--- src/rtl/dsf_pkg.sv ---
// ----------------------------------------------------------------------------
// dsf_pkg
// Shared types and constants of the duplicate sequence-number filter.
// ----------------------------------------------------------------------------
package dsf_pkg;

  localparam int SRC_W = 16;
  localparam int SEQ_W = 8;

  localparam logic REQ_CHECK    = 1'b0;
  localparam logic REQ_REGISTER = 1'b1;

  // Commands from the controller to the datapath
  typedef struct packed {
    logic load;    // capture the incoming request
    logic commit;  // evaluate the held request, update cells, load result
  } dsf_cmd_t;

endpackage

--- src/rtl/dsf_in_if.sv ---
// ----------------------------------------------------------------------------
// dsf_in_if
// Request channel: valid/ready handshake with request type, sender, seqno.
// ----------------------------------------------------------------------------
interface dsf_in_if;
  logic                      valid;
  logic                      ready;
  logic                      req_type;
  logic [dsf_pkg::SRC_W-1:0] src_address;
  logic [dsf_pkg::SEQ_W-1:0] seq_number;

  modport source (output valid, output req_type, output src_address,
                  output seq_number, input ready);
  modport sink   (input valid, input req_type, input src_address,
                  input seq_number, output ready);
endinterface

--- src/rtl/dsf_out_if.sv ---
// ----------------------------------------------------------------------------
// dsf_out_if
// Result channel: valid/ready handshake with the duplicate flag.
// ----------------------------------------------------------------------------
interface dsf_out_if;
  logic valid;
  logic ready;
  logic is_duplicate;

  modport source (output valid, output is_duplicate, input ready);
  modport sink   (input valid, input is_duplicate, output ready);
endinterface

--- src/rtl/dsf_ctrl.sv ---
// ----------------------------------------------------------------------------
// dsf_ctrl
// Controller: tracks a held request and the output register, issues
// load and commit commands to the datapath.
// ----------------------------------------------------------------------------
module dsf_ctrl (
  input  logic              clk,
  input  logic              rst_n,
  input  logic              in_valid,
  output logic              in_ready,
  output logic              out_valid,
  input  logic              out_ready,
  output dsf_pkg::dsf_cmd_t cmd
);

  localparam logic ST_IDLE = 1'b0;
  localparam logic ST_EXEC = 1'b1;

  logic state_r, state_nxt;
  logic out_valid_r, out_valid_nxt;
  logic commit;
  logic load;

  // Commit when the output register is free or drains this cycle
  assign commit   = (state_r == ST_EXEC) && (!out_valid_r || out_ready);
  assign in_ready = (state_r == ST_IDLE) || commit;
  assign load     = in_valid && in_ready;

  always_comb begin
    state_nxt = state_r;
    case (state_r)
      ST_IDLE: begin
        if (load) state_nxt = ST_EXEC;
      end
      ST_EXEC: begin
        if (commit && !load) state_nxt = ST_IDLE;
      end
      default: state_nxt = ST_IDLE;
    endcase
  end

  always_comb begin
    if (commit) begin
      out_valid_nxt = 1'b1;
    end else if (out_ready) begin
      out_valid_nxt = 1'b0;
    end else begin
      out_valid_nxt = out_valid_r;
    end
  end

  always_ff @(posedge clk) begin
    if (!rst_n) begin
      state_r     <= ST_IDLE;
      out_valid_r <= 1'b0;
    end else begin
      state_r     <= state_nxt;
      out_valid_r <= out_valid_nxt;
    end
  end

  assign out_valid  = out_valid_r;
  assign cmd.load   = load;
  assign cmd.commit = commit;

endmodule

--- src/rtl/dsf_datapath.sv ---
// ----------------------------------------------------------------------------
// dsf_datapath
// Request register, row of MRU cells with per-cell compare and shift,
// and the result register.
// ----------------------------------------------------------------------------
module dsf_datapath #(
  parameter int TABLE_DEPTH = 16,
  parameter int ADDR_BITS   = 16
) (
  input  logic                      clk,
  input  logic                      rst_n,
  input  dsf_pkg::dsf_cmd_t         cmd,
  input  logic                      req_type,
  input  logic [dsf_pkg::SRC_W-1:0] src_address,
  input  logic [dsf_pkg::SEQ_W-1:0] seq_number,
  output logic                      is_duplicate
);

  localparam int KEY_W = (ADDR_BITS < dsf_pkg::SRC_W) ? ADDR_BITS : dsf_pkg::SRC_W;

  logic                      req_type_r;
  logic [KEY_W-1:0]          req_key_r;
  logic [dsf_pkg::SEQ_W-1:0] req_seq_r;

  logic [KEY_W-1:0]          cell_key_r [TABLE_DEPTH];
  logic [dsf_pkg::SEQ_W-1:0] cell_seq_r [TABLE_DEPTH];

  logic [TABLE_DEPTH-1:0] key_hit;
  logic [TABLE_DEPTH-1:0] seq_eq;
  logic [TABLE_DEPTH-1:0] hit_ahead;   // some cell in front of this one matches
  logic [TABLE_DEPTH-1:0] first_hit;
  logic                   do_insert;
  logic                   dup_nxt;
  logic                   dup_r;

  always_ff @(posedge clk) begin
    if (cmd.load) begin
      req_type_r <= req_type;
      req_key_r  <= src_address[KEY_W-1:0];
      req_seq_r  <= seq_number;
    end
  end

  genvar k;
  generate
    for (k = 0; k < TABLE_DEPTH; k++) begin : g_cmp
      assign key_hit[k] = (cell_key_r[k] == req_key_r);
      assign seq_eq[k]  = (cell_seq_r[k] == req_seq_r);
      if (k == 0) begin : g_front
        assign hit_ahead[k] = 1'b0;
      end else begin : g_rest
        assign hit_ahead[k] = |key_hit[k-1:0];
      end
      assign first_hit[k] = key_hit[k] && !hit_ahead[k];
    end
  endgenerate

  assign do_insert = cmd.commit && (req_type_r == dsf_pkg::REQ_REGISTER);
  assign dup_nxt   = (req_type_r == dsf_pkg::REQ_CHECK) && |(first_hit & seq_eq);

  // Insert puts the pair in cell 0; a cell moves back while no match sits ahead
  always_ff @(posedge clk) begin
    if (!rst_n) begin
      for (int i = 0; i < TABLE_DEPTH; i++) begin
        cell_key_r[i] <= '0;
        cell_seq_r[i] <= '0;
      end
    end else if (do_insert) begin
      cell_key_r[0] <= req_key_r;
      cell_seq_r[0] <= req_seq_r;
      for (int i = 1; i < TABLE_DEPTH; i++) begin
        if (!hit_ahead[i]) begin
          cell_key_r[i] <= cell_key_r[i-1];
          cell_seq_r[i] <= cell_seq_r[i-1];
        end
      end
    end
  end

  always_ff @(posedge clk) begin
    if (cmd.commit) begin
      dup_r <= dup_nxt;
    end
  end

  assign is_duplicate = dup_r;

endmodule

--- src/rtl/duplicate_seqno_filter.sv ---
// ----------------------------------------------------------------------------
// duplicate_seqno_filter
// Duplicate sequence-number filter over a most-recently-used list of
// (sender address, last sequence number) cells.
//
// in_chan carries requests: req_type selects a duplicate check or a
// registration, src_address (low ADDR_BITS bits compared) and seq_number.
// out_chan returns one is_duplicate flag per request, in order; it is
// always 0 for a registration.
// A request waits in the request register until it commits. At commit all
// cells compare in parallel, the list shifts on a registration, and the
// result enters the output register at the end of that cycle. A request
// passes the request register, then the output register, before its result
// is valid; one request per cycle is sustained while results are taken.
// If the receiver stalls, the result waits in the output register; one more
// request is accepted and held, then in_chan.ready drops until room returns.
// Reset (synchronous, rst_n low) clears every cell to address 0 and
// sequence 0 and empties the pipeline; requests are taken once rst_n is released.
// ----------------------------------------------------------------------------
module duplicate_seqno_filter #(
  parameter int TABLE_DEPTH = 16,
  parameter int ADDR_BITS   = 16
) (
  input logic      clk,
  input logic      rst_n,
  dsf_in_if.sink   in_chan,
  dsf_out_if.source out_chan
);

  dsf_pkg::dsf_cmd_t cmd;

  dsf_ctrl u_ctrl (
    .clk       (clk),
    .rst_n     (rst_n),
    .in_valid  (in_chan.valid),
    .in_ready  (in_chan.ready),
    .out_valid (out_chan.valid),
    .out_ready (out_chan.ready),
    .cmd       (cmd)
  );

  dsf_datapath #(
    .TABLE_DEPTH (TABLE_DEPTH),
    .ADDR_BITS   (ADDR_BITS)
  ) u_datapath (
    .clk          (clk),
    .rst_n        (rst_n),
    .cmd          (cmd),
    .req_type     (in_chan.req_type),
    .src_address  (in_chan.src_address),
    .seq_number   (in_chan.seq_number),
    .is_duplicate (out_chan.is_duplicate)
  );

endmodule
--- src/flat_wrapper.sv ---
// flat-port wrapper written by rule: the top's interface ports become plain ports
module duplicate_seqno_filter_flat 
#(
  parameter int TABLE_DEPTH = 16,
  parameter int ADDR_BITS   = 16
)
  (clk, rst_n, in_chan_valid, in_chan_req_type, in_chan_src_address, in_chan_seq_number, in_chan_ready, out_chan_valid, out_chan_is_duplicate, out_chan_ready);
  dsf_in_if in_chan_i ();
  dsf_out_if out_chan_i ();
  input logic clk;
  input logic rst_n;
  input wire logic [$bits(in_chan_i.valid)-1:0] in_chan_valid;
  input wire logic [$bits(in_chan_i.req_type)-1:0] in_chan_req_type;
  input wire logic [$bits(in_chan_i.src_address)-1:0] in_chan_src_address;
  input wire logic [$bits(in_chan_i.seq_number)-1:0] in_chan_seq_number;
  output wire logic [$bits(in_chan_i.ready)-1:0] in_chan_ready;
  output wire logic [$bits(out_chan_i.valid)-1:0] out_chan_valid;
  output wire logic [$bits(out_chan_i.is_duplicate)-1:0] out_chan_is_duplicate;
  input wire logic [$bits(out_chan_i.ready)-1:0] out_chan_ready;
  assign in_chan_i.valid = in_chan_valid;
  assign in_chan_i.req_type = in_chan_req_type;
  assign in_chan_i.src_address = in_chan_src_address;
  assign in_chan_i.seq_number = in_chan_seq_number;
  assign in_chan_ready = in_chan_i.ready;
  assign out_chan_valid = out_chan_i.valid;
  assign out_chan_is_duplicate = out_chan_i.is_duplicate;
  assign out_chan_i.ready = out_chan_ready;
  duplicate_seqno_filter #(.TABLE_DEPTH(TABLE_DEPTH), .ADDR_BITS(ADDR_BITS)) u_core (.clk(clk), .rst_n(rst_n), .in_chan(in_chan_i), .out_chan(out_chan_i));
endmodule
--- config.mk ---
export PLATFORM = sky130hd
export DESIGN_NAME = duplicate_seqno_filter_flat
export DESIGN_NICKNAME = d
export VERILOG_FILES = /design/src/rtl/dsf_pkg.sv /design/src/rtl/dsf_in_if.sv /design/src/rtl/dsf_out_if.sv /design/src/rtl/dsf_ctrl.sv /design/src/rtl/dsf_datapath.sv /design/src/rtl/duplicate_seqno_filter.sv /design/src/flat_wrapper.sv
export SDC_FILE = /design/constraint.sdc
export NUM_CORES = 1
export LEC_CHECK = 0
export BUFFER_PORTS_ARGS = -buffer_cell sky130_fd_sc_hd__buf_2
export CAP_MARGIN = 5
export CORE_MARGIN = 4
export CORE_UTILIZATION = 55
export DETAILED_ROUTE_END_ITERATION = 8
export PLACE_DENSITY_LB_ADDON = 0.1
export RECOVER_POWER = 100
export SYNTH_ARGS = -nofsm -noshare
export SYNTH_HDL_FRONTEND = slang
export SYNTH_SLANG_ARGS = --single-unit
export TNS_END_PERCENT = 10
--- constraint.sdc ---
create_clock -name clk -period 5.2 [get_ports clk]
set_input_delay 1.04 -clock clk [delete_from_list [all_inputs] [get_ports clk]]
set_output_delay 1.04 -clock clk [all_outputs]
set_load 0.005 [all_outputs]
---- Yosys cells after proc, flatten, opt, wreduce, memory -nomap -nowiden ----
Memory sizes are Yosys's and may differ from the RTL's.
Cells that the tools add are included.
cells by class
  equality and inequality tests ........... 32
  reduce and logical (&&, ||, !) cells .... 55
  mux-type cells .......................... 101
  bitwise gates (word level) .............. 35
operators with widths
  kind                 count
  16-bit == test       16
  16-bit two-way mux   16
  8-bit == test        16
  8-bit two-way mux    16
  1-bit two-way mux    68
  1-bit bitwise OR     32
  1-bit logical AND    20
  1-bit logical NOT    17
  16-bit bitwise AND   1
  16-bit OR reduction  1
  15-bit OR reduction  1
  14-bit OR reduction  1
  13-bit OR reduction  1
  12-bit OR reduction  1
  11-bit OR reduction  1
  10-bit OR reduction  1
  9-bit OR reduction   1
  8-bit OR reduction   1
  7-bit OR reduction   1
  6-bit OR reduction   1
  5-bit OR reduction   1
  4-bit OR reduction   1
  3-bit OR reduction   1
  1-bit logical OR     2
  other kinds (4)      5
word-level totals
  logic and storage cells ................. 231
  output and inout bits ................... 3
  memory bits (writable) .................. 384
  register bits after elaboration ......... 28
  memories ................................ 2
memories
  memory                        words  width  rd ports  clocked after memory_dff  wr ports  RTL line            RTL
  u_core.u_datapath.cell_key_r  16     16     16        0                         16        dsf_datapath.sv:25  logic [KEY_W-1:0] cell_key_r [TABLE_DEPTH];
  u_core.u_datapath.cell_seq_r  16     8      16        0                         16        dsf_datapath.sv:26  logic [dsf_pkg::SEQ_W-1:0] cell_seq_r [TABLE_DEPTH];

---- Depth between registers and ports, before layout ----
Gate-level depths: netlist of the first run.
  depth in word-level cells ............... 9
  depth in mapped cells ................... 11
  depth with buffers taken out ............ 8

---- Hierarchy ----
Synthesis of the first run repeated with hierarchy kept, for this count alone.
second synthesis, totals
  cells, all modules ...................... 1464
  area, all modules ....................... 19957.9 um^2
by module, submodules not included
  module        times used  area an instance (um^2)  cells an instance
  dsf_datapath  1           19839.0                  1453
  dsf_ctrl      1           118.9                    11

---- Worst setup path before layout of the first run ----
No wires, ideal clock.
  kind .................................... input-to-reg
  from .................................... input out_chan_ready
  to ...................................... memory u_core.u_datapath.cell_key_r[0][160] (netlist bit) (enable)
  required time ........................... 4.762 ns
  setup slack ............................. 1.032 ns
  path buffers ............................ 0
  arrival ................................. 3.729 ns
  cell stages on the path ................. 6
  library setup time ...................... 0.438 ns
  cells stage by stage .................... nand2b_1 -> nand3_1 -> nor4b_2 -> nand4_1 -> nand2b_4 -> o21ai_0
RTL lines
  what             RTL line            RTL
  start, declared  flat_wrapper.sv:19  input wire logic [$bits(out_chan_i.ready)-1:0] out_chan_ready;
  end, declared    dsf_datapath.sv:25

==> reports/qor.yml, run 1 <==
ys_ff_latch: 412
worst_pin_slew_ns: 1.80
ys_warn_count: 0
cp_num_buf_inv: 2
cp_top_family: "simple AND/OR/NAND/NOR gates"
track_usage_pct: 19.6
syn_inst: 1473
cp.arrival_ns: 4.82
tns_ns: 0
outcome: "finished, violations left"
rr_endpoint: "u_core.u_datapath.cell_key_r[0][136]"
slew_headroom_pct: -20.0
die_y_um: 199
wl_met1_um: 14700
path_cells: "xor2_1, nor4_1, nand4_1, clkbuf_1, nand2_1, nor3_1, buf_4, and3_4, and3b_4, and2_0"
critPathRequiredTime_ns: 5.60
min_period_over_period_pct: 85.1
clk_latency_ns: 0.55
dr_wl_met2_um: 21500
drc: 0
register_area_um2: 12400
h-tree-depth: 2
nets: 1516
grt_max_degree: 100
clkTransAtPathRegs_ns: 0.06
cts_tree: "built"
synth_flop_cell: "edfxtp_1"
critical_path_class: "reg -> reg"
stdcell_count: 1980
syn_area_per_cell_um2: 13.7
min_period_ns: 4.43
wire_per_inst_um: 19.5
r2r_slack_ns: 0.77
fillCellCount: 2732
row_count: 69
cts-buffers-inserted: 44
final-hold-violation-count: 0
fin_skew_ns: 0.0269
first_pass_iters: 5
highest_layer: "met4"
synth_cell_types: 44
irDropWorstVdd_mv: 0.302
antenna_found_initial: 0
syn_nets: 1502
hold_buffers: 0
setup_viol: 0
cp.depth: 10
p_per_area_nw_per_um2: 350
synth_edf_count: 410
min_to: "u_core.u_ctrl.out_valid"
placed_area_um2: 20500
worstPathMaxFanout: 49
critical-path-max-stage-delay_ns: 1.04
violations: "capacitance limit, slew limit"
cts_resized: 0
wl_met3_um: 1080
area_growth_pct: 7.69
r2r_cells: 10
routed_via_density: 5.51
dp_slack_ns: 1.17
wl_um: 38500
p_leak_nw: 8.13
final_area_um2: 21700
synthArstFlopShare_pct: 0
ios: 32
critPathCaptureType: "register"
synth_area_um2: 20100
dp.cells: 1902
grt_pass1_vias: 11437
portBuffers: 31
hpwl_um: 27400
clockBufferDepth: 3
die_x_um: 199
yosysSeqAreaShare_pct: 61.4
place.gp.congestion: 0.801
maxSlewViolCount: 176
worstHoldPathCells: 2
startpoint_type: "register"
rsz0062_at_grt: "false"
diodes: 0
start_util_pct: 56.1
multi_input_area_um2: 6970
setup_ws_ns: 0.774
num_vias: 10915
grt_overflow_total: 0
drive_gt1_share_pct: 8.16
hold_start: "u_core.u_ctrl.state_r"
critPathSlowestCell: "edfxtp_1"
min_path_type: "reg -> reg"
coreArea_um2: 35800
clock_sinks: 412
postRouteAntennaNets: 0
drv_cap: 3
utilization_pct: 60.4
cts-root-buf: "clkbuf_16"
cts_setup_buffers: 0
grt_pass1_wl_um: 60600
timing.fmax_ghz: 0.226
dieArea_um2: 39700
drt_iter0_markers: 409
r2r_start: "u_core.u_datapath.req_key_r[3]"
-- tightest hold or removal path, stage by stage (launching register included) --
cell     delay, ns
dfxtp_1       0.34
nor2_1        0.11
nor2_1        0.04
-- stage by stage --
step                hold WS (ns)  total power [mW]
floorplan                  0.496              4.54
global placement           0.519              4.69
detailed placement         0.525              4.70
CTS                        0.544              7.66
global route               0.582              7.86
finish                     0.537              7.58
-- cells by family after synthesis --
logic type             after synthesis  share of synthesized area [%]
AO/OA/AOI/OAI                       23                          0.778
XOR/XNOR                           384                           16.7
buffers and inverters              105                           3.52
flip-flops                         412                           61.4
AND/OR/NAND/NOR                    549                           17.5
-- cell usage after synthesis (2+ instances only) --
master	number	area [um2]
a21oi_1	5	25.0
a31oi_1	3	18.8
and2_1	248	1550
and2_4	20	175
and3_1	120	751
buf_2	18	90.1
buf_6	32	360
buf_8	3	45.0
clkbuf_1	47	176
dfxtp_1	2	40.0
edfxtp_1	410	12300
inv_1	3	11.3
nand2_1	15	56.3
nand2b_1	3	18.8
nand3_1	4	20.0
nand4_1	55	344
nor2_1	8	30.0
nor3_1	6	30.0
nor4_1	52	325
nor4_2	5	62.6
nor4_4	3	63.8
o21ai_0	6	30.0
o21ai_1	2	10.0
xnor2_1	176	1540
xor2_1	208	1820
-- report_power, final --
part           internal, mW  leakage, nW  switching (mW)  total, mW
clock network          1.71        0.667            1.26       2.97
registers              3.89         4.28           0.145       4.03
logic                 0.243         3.18           0.336      0.579
total                  5.84         8.13            1.74       7.58
-- layer usage --
metal | up-vias | global-route usage, %
met5 | - | 0
met1 | 5461 | 21.8
met3 | 80 | 2.68
li1 | 5222 | -
met2 | 152 | 38.1
met4 | 0 | 6.69
-- placed cells by master (no fill, tap or decap), drive strengths merged, types with 8 or more instances in the layout --
cell	n
nand2	16
xnor2	176
and3	121
nor2	9
nand4	55
edfxtp	410
clkbuf	78
xor2	208
o21ai	8
and2	268
buf	46
nor4	60
clkinv	21
-- worst max-delay path by stage --
stage          slack, ns                                   end                           start
6_report            0.77  u_core.u_datapath.cell_key_r[0][136]  u_core.u_datapath.req_key_r[3]
5_1_grt             0.40   u_core.u_datapath.cell_key_r[0][38]  u_core.u_datapath.req_key_r[3]
4_1_cts             1.10  u_core.u_datapath.cell_key_r[0][233]  u_core.u_datapath.req_key_r[3]
3_5_place_dp        1.17  u_core.u_datapath.cell_key_r[0][227]  u_core.u_datapath.req_key_r[3]
3_3_place_gp        1.25  u_core.u_datapath.cell_key_r[0][230]  u_core.u_datapath.req_key_r[3]
2_1_floorplan       1.03  u_core.u_datapath.cell_key_r[0][160]                  out_chan_ready
-- area by class of cell --
type / count / area share [%]
clock buffers: 55 / 5.47
inverters: 4 / 0.0693
clock inverters: 23 / 0.757
multi-input cells: 956 / 32.2
repair buffers: 69 / 1.79
flip-flops and latches: 412 / 57.0
well taps: 461 / 2.66
-- flip-flops by register name (all words and copies together), names as in the netlist --
| register | flops |
|---|---|
| u_core.u_datapath.is_duplicate | 1 |
| u_core.u_datapath.req_key_r | 16 |
| u_core.u_datapath.req_type_r | 1 |
| u_core.u_ctrl.state_r | 1 |
| u_core.u_datapath.cell_seq_r | 128 |
| u_core.u_datapath.req_seq_r | 8 |
| u_core.u_datapath.cell_key_r | 256 |
| u_core.u_ctrl.out_valid | 1 |
No activity file was read; power rests on OpenSTA's default activity.
==> inputs of run 2 (changes only) <==
CTS_CLUSTER_SIZE = 30   (was not set)
SYNTH_HIERARCHICAL = 1   (was not set)
==> reports/qor.yml, run 2 <==
die_y_um: 198
drive_gt1_share_pct: 8.74
netlist_top_cells_area: "edfxtp_1, xor2_1, and2_1, xnor2_1, and3_1"
grt_pass1_vias: 11721
violations: "capacitance limit, slew limit"
setup_viol: 0
synth.most_common_cell: "edfxtp_1"
routed_via_density: 5.43
critPathSlowestCell: "clkbuf_1"
p_leak_nw: 8.13
worst_pin_slew_ns: 2.08
syn_nets: 1493
critical_path_class: "reg -> reg"
wire_per_inst_um: 20.0
startpoint_type: "register"
hold_buffers: 0
reg_top3: "u_core/u_datapath/cell_key_r (256), u_core/u_datapath/cell_seq_r (128), u_core/u_datapath/req_key_r (16)"
largest_reg_flops: 256
syn_area_per_cell_um2: 13.6
ys_ff_latch: 412
ys_warn_count: 6
cts-root-buf: "clkbuf_16"
min_path_type: "reg -> reg"
drt_iter0_markers: 539
critPathRequiredTime_ns: 5.36
critical-path-max-stage-delay_ns: 1.01
portBuffers: 31
coreArea_um2: 35700
synth_edf_count: 410
clock_sinks: 412
rsz0062_at_grt: "false"
final-hold-violation-count: 0
drc: 0
regMostFlops: "u_core/u_datapath/cell_key_r"
utilization_pct: 61.1
tns_ns: 0
h-tree-depth: 2
cts-buffers-inserted: 45
place.gp.congestion: 0.810
grt_pass1_wl_um: 62400
fin_skew_ns: 0.0170
synth_top_area_share_pct: 61.7
postRouteAntennaNets: 0
row_count: 69
clockBufferDepth: 3
dp.cells: 1910
timing.fmax_ghz: 0.234
grt_max_degree: 126
worstPathMaxFanout: 24
path_cells: "buf_4, xor2_1, nor4_1, nand4_1, nand3_1, or4_1, or3_1, o21ai_2, clkbuf_1"
first_pass_iters: 5
clk_latency_ns: 0.57
maxSlewViolCount: 227
stdcell_count: 1995
area_growth_pct: 9.10
slew_headroom_pct: -38.4
antenna_found_initial: 0
min_period_ns: 4.27
track_usage_pct: 20.5
drv_cap: 4
hpwl_um: 28600
die_x_um: 198
cts_setup_buffers: 0
cp.arrival_ns: 4.43
cts_resized: 0
yosysSeqAreaShare_pct: 61.9
min_period_over_period_pct: 82.0
p_per_area_nw_per_um2: 350
diodes: 0
ios: 32
final_common_cell: "edfxtp_1"
clkTransAtPathRegs_ns: 0.06
grt_overflow_total: 0
yosys-top-cells-count: "edfxtp_1, and2_1, xor2_1, xnor2_1, and3_1"
synth_cell_types: 48
mostFrequentLayoutCells: "edfxtp_1, xor2_1, and2_0, and2_1, xnor2_1"
dieArea_um2: 39400
synth_area_um2: 20000
cts_tree: "built"
synthArstFlopShare_pct: 0
wl_um: 39900
irDropWorstVdd_mv: 0.379
synth_flop_cell: "edfxtp_1"
syn_inst: 1464
num_vias: 10834
critPathCaptureType: "register"
start_util_pct: 56.0
synth_top_cell_by_area: "edfxtp_1"
nets: 1526
outcome: "finished, violations left"
## run 2: metrics by stage
step	total power, mW	cell area (um2)	setup WS (ns)	hold slack [ns]
2_1_floorplan	4.51	20000	1.02	0.514
5_1_grt	7.92	21800	0.711	0.556
3_3_place_gp	4.69	20500	1.43	0.517
6_report	7.63	21800	0.934	0.542
3_5_place_dp	4.70	20500	1.43	0.529
4_1_cts	7.72	21900	1.56	0.537
## run 2: logic make-up after synthesis
group | Yosys count | share of synthesized area (%)
AO/OA/AOI/OAI | 27 | 0.959
XOR/XNOR | 384 | 17.0
buffers and inverters | 99 | 2.98
flip-flops | 412 | 61.9
AND/OR/NAND/NOR | 542 | 17.2
## run 2: where the power goes
part           switching (mW)  internal, mW
Combinational           0.356         0.239
Clock                    1.27          1.75
Sequential              0.128          3.89
## run 2: layer usage
metal	routed length, um	GRT usage [%]	up-vias	share of wire, %
li1	-	-	5201	-
met1	14800	22.3	5403	37
met2	22800	40.5	175	57
met3	1370	3.69	55	3.4
met4	900	5.88	0	2.3
met5	0	0	-	0
## run 2: final timing paths
check | from | endpoint | slack, ns | cells past startpoint
worst min register to register | u_core/u_ctrl/state_r | u_core/u_ctrl/out_valid | 0.54 | 1
worst max register to register | u_core/u_datapath/req_key_r[12] | u_core/u_datapath/cell_key_r[0][244] | 0.93 | 9
worst max-delay path | u_core/u_datapath/req_key_r[12] | u_core/u_datapath/cell_key_r[0][244] | 0.93 | 9
worst min-delay path | u_core/u_ctrl/state_r | u_core/u_ctrl/out_valid | 0.54 | 1
## run 2: cell type report
cell class / count / area (um2)
Clock inverter: 30 / 195
Inverter: 3 / 11.3
Clock buffer: 54 / 1200
Timing Repair Buffer: 82 / 449
Sequential cell: 412 / 12400
Fill cell: 2753 / 13900
Tap cell: 461 / 577
Multi-Input combinational cell: 953 / 6990
## run 2: critical path, delay by kind of cell, from the launching register on
| family | cells | cell delay, ns |
|---|---|---|
| buf+inv | 2 | 1.33 |
| xor+xnor | 1 | 0.19 |
| compound gates | 1 | 0.12 |
| simple gates | 5 | 1.78 |
| flops | 1 | 0.42 |
==> inputs of run 3 (changes only) <==
ABC_AREA = 1   (was not set)
clock period = 3.5 ns   (was 5.2 ns; I/O delays follow)
==> reports/qor.yml, run 3 <==
cts_resized: 0
synth_area_um2: 22300
syn_inst: 2629
track_usage_pct: 22.8
synth_cell_types: 34
final_common_cell: "nand2_1"
timing.fmax_ghz: 0.311
netlist_top_cells_area: "edfxtp_1, nand2_1, inv_1, nor2_1, xnor2_1"
p_comb_share_pct: 9.5
min_period_over_period_pct: 91.9
worstPathMaxFanout: 24
grt_max_degree: 162
timing.critical_path.from: "u_core/u_datapath/req_key_r[0]"
row_count: 73
min_path_type: "in -> reg"
routed_via_density: 4.89
drv_cap: 2
sw_frac_of_total_pct: 24.5
p_per_area_nw_per_um2: 495
power_switching_mw: 2.91
critPathCaptureType: "register"
utilization_pct: 60.3
synthXorXnorAreaFrac_pct: 6.11
final-hold-violation-count: 0
ys_warn_count: 6
start_util_pct: 56.0
synthArstFlopShare_pct: 0
hpwl_um: 35400
largest_reg_flops: 256
r2r_start: "u_core/u_datapath/req_key_r[0]"
grtUsageMet3_pct: 3.21
irDropWorstVdd_mv: 0.481
grt_overflow_total: 0
gr-usage-met1_pct: 30.4
area_growth_pct: 7.70
final_area_um2: 24100
die_y_um: 210
coreArea_um2: 39900
register_area_um2: 12400
synth_top_family_by_area: "simple AND/OR/NAND/NOR gates"
slew_headroom_pct: -22.3
setup_viol: 0
endpoint: "u_core/u_datapath/cell_key_r[0][93]"
postRouteAntennaNets: 0
synth.most_common_cell: "nand2_1"
num_vias: 15689
clkTransAtPathRegs_ns: 0.06
nets: 2679
violations: "capacitance limit, slew limit"
startpoint_type: "register"
rsz0062_at_grt: "false"
clock_sinks: 412
grt_pass1_vias: 15176
outcome: "finished, violations left"
grt_pass1_wl_um: 79700
r2r_cells: 12
power.share.clock_pct: 39.9
ios: 32
drt_iter0_markers: 1078
ys_ff_latch: 412
use_met2_pct: 39.3
hold_buffers: 0
min_period_ns: 3.22
synth_top_area_share_pct: 55.1
synth_adder_area_share_pct: 0
h-tree-depth: 2
grt_busiest_layer: "met2"
synth_mux_area_share_pct: 0
placed_area_um2: 22800
critical_path_class: "reg -> reg"
path_cells: "inv_4, nand2_2, nand2_1, a21oi_1, nand2_1, nor2_2, nand2_2, inv_2, nor2_1, inv_1, o21ai_0, clkbuf_2"
syn_area_per_cell_um2: 8.50
drc: 0
p_leak_nw: 11.6
drive_gt1_share_pct: 7.41
first_pass_iters: 5
seq_power_share_pct: 50.6
rr_endpoint: "u_core/u_datapath/cell_key_r[0][93]"
wire_per_inst_um: 15.5
die_x_um: 210
cp.arrival_ns: 3.40
critical-path-max-stage-delay_ns: 0.87
yosys-top-cells-count: "nand2_1, inv_1, edfxtp_1, nor2_1, xnor2_1"
synthSimpleGateAreaFrac_pct: 26.1
multi_input_area_um2: 7210
yosysSeqAreaShare_pct: 55.3
syn_nets: 2658
synth_compound_area_share_pct: 0.493
fillCellCount: 3460
synth_edf_count: 410
wl_um: 49800
cts-buffers-inserted: 46
reg_top3: "u_core/u_datapath/cell_key_r (256), u_core/u_datapath/cell_seq_r (128), u_core/u_datapath/req_key_r (16)"
setup_ws_ns: 0.284
clockBufferDepth: 3
cts-root-buf: "clkbuf_16"
critPathRequiredTime_ns: 3.69
regMostFlops: "u_core/u_datapath/cell_key_r"
synth_flop_cell: "edfxtp_1"
intPower_mw: 9.00
dieArea_um2: 43900
dp_slack_ns: 0.458
worst_pin_slew_ns: 1.83
critPathSlowestCell: "edfxtp_1"
antenna_found_initial: 1
synth_top_cell_by_area: "edfxtp_1"
portBuffers: 31
mostFrequentLayoutCells: "nand2_1, inv_1, edfxtp_1, nor2_1, xnor2_1"
clk_latency_ns: 0.57
r2r_slack_ns: 0.28
diodes: 0
cts_tree: "built"
place.gp.congestion: 0.846
fin_skew_ns: 0.0187
cts_setup_buffers: 0
maxSlewViolCount: 188
## run 3: critical path, delay by kind of cell (launching register included)
family,cells,cell delay (ns)
buffers and inverters,4,1.04
AO/OA/AOI/OAI,2,0.30
flip-flops,1,0.87
AND/OR/NAND/NOR,6,0.62
## run 3: stage by stage
stage | hold slack (ns) | cells | total power [mW] | setup TNS, ns
final | 0.309 | 3210 | 11.9 | 0
after global routing | 0.280 | 3210 | 12.4 | 0
after detailed placement | 0.477 | 3127 | 7.27 | 0
after floorplan | 0.461 | 2629 | 6.94 | -1.28
after global placement | 0.469 | 3127 | 7.23 | 0
after CTS | 0.272 | 3210 | 12.1 | 0
## run 3: how the worst min path moves through the flow
stage          depth (start not counted)              startpoint                              to
6_report                               1  in_chan_src_address[1]  u_core/u_datapath/req_key_r[1]
5_1_grt                                1  in_chan_src_address[8]  u_core/u_datapath/req_key_r[8]
4_1_cts                                1  in_chan_src_address[6]  u_core/u_datapath/req_key_r[6]
3_5_place_dp                           2   u_core/u_ctrl/state_r         u_core/u_ctrl/out_valid
3_3_place_gp                           2   u_core/u_ctrl/state_r         u_core/u_ctrl/out_valid
2_1_floorplan                          2   u_core/u_ctrl/state_r         u_core/u_ctrl/out_valid
## run 3: layout make-up
class | instances | share of cell area [%]
clock buffer | 58 | 5.24
clock inverter | 25 | 0.894
inverter | 492 | 7.80
multi-input combinational | 1621 | 30.0
sequential | 412 | 51.3
tap | 525 | 2.73
timing repair buffer | 77 | 2.05
## run 3: metal layers
metal,share of wire [%],vias to the layer above,wire (um)
met3,5.3,76,2630
met4,2.2,0,1100
met1,44,7339,21800
met2,49,334,24200
li1,-,7940,-
met5,0,-,0
## run 3: logic make-up (layout without fill, tap and decap cells)
kind of cell | after synthesis | count (layout)
compound gates | 20 | 20
xor+xnor | 156 | 156
buf+inv | 596 | 652
flops | 412 | 412
simple gates | 1445 | 1445
## run 3: power groups by stage
stage               Clock (mW)  Combinational [mW]  Sequential (mW)
floorplan                    0               0.926             6.02
global placement             0                1.13             6.10
detailed placement           0                1.15             6.12
CTS                       4.87                1.16             6.02
global route              5.07                1.30             6.06
finish                    4.75                1.13             6.02
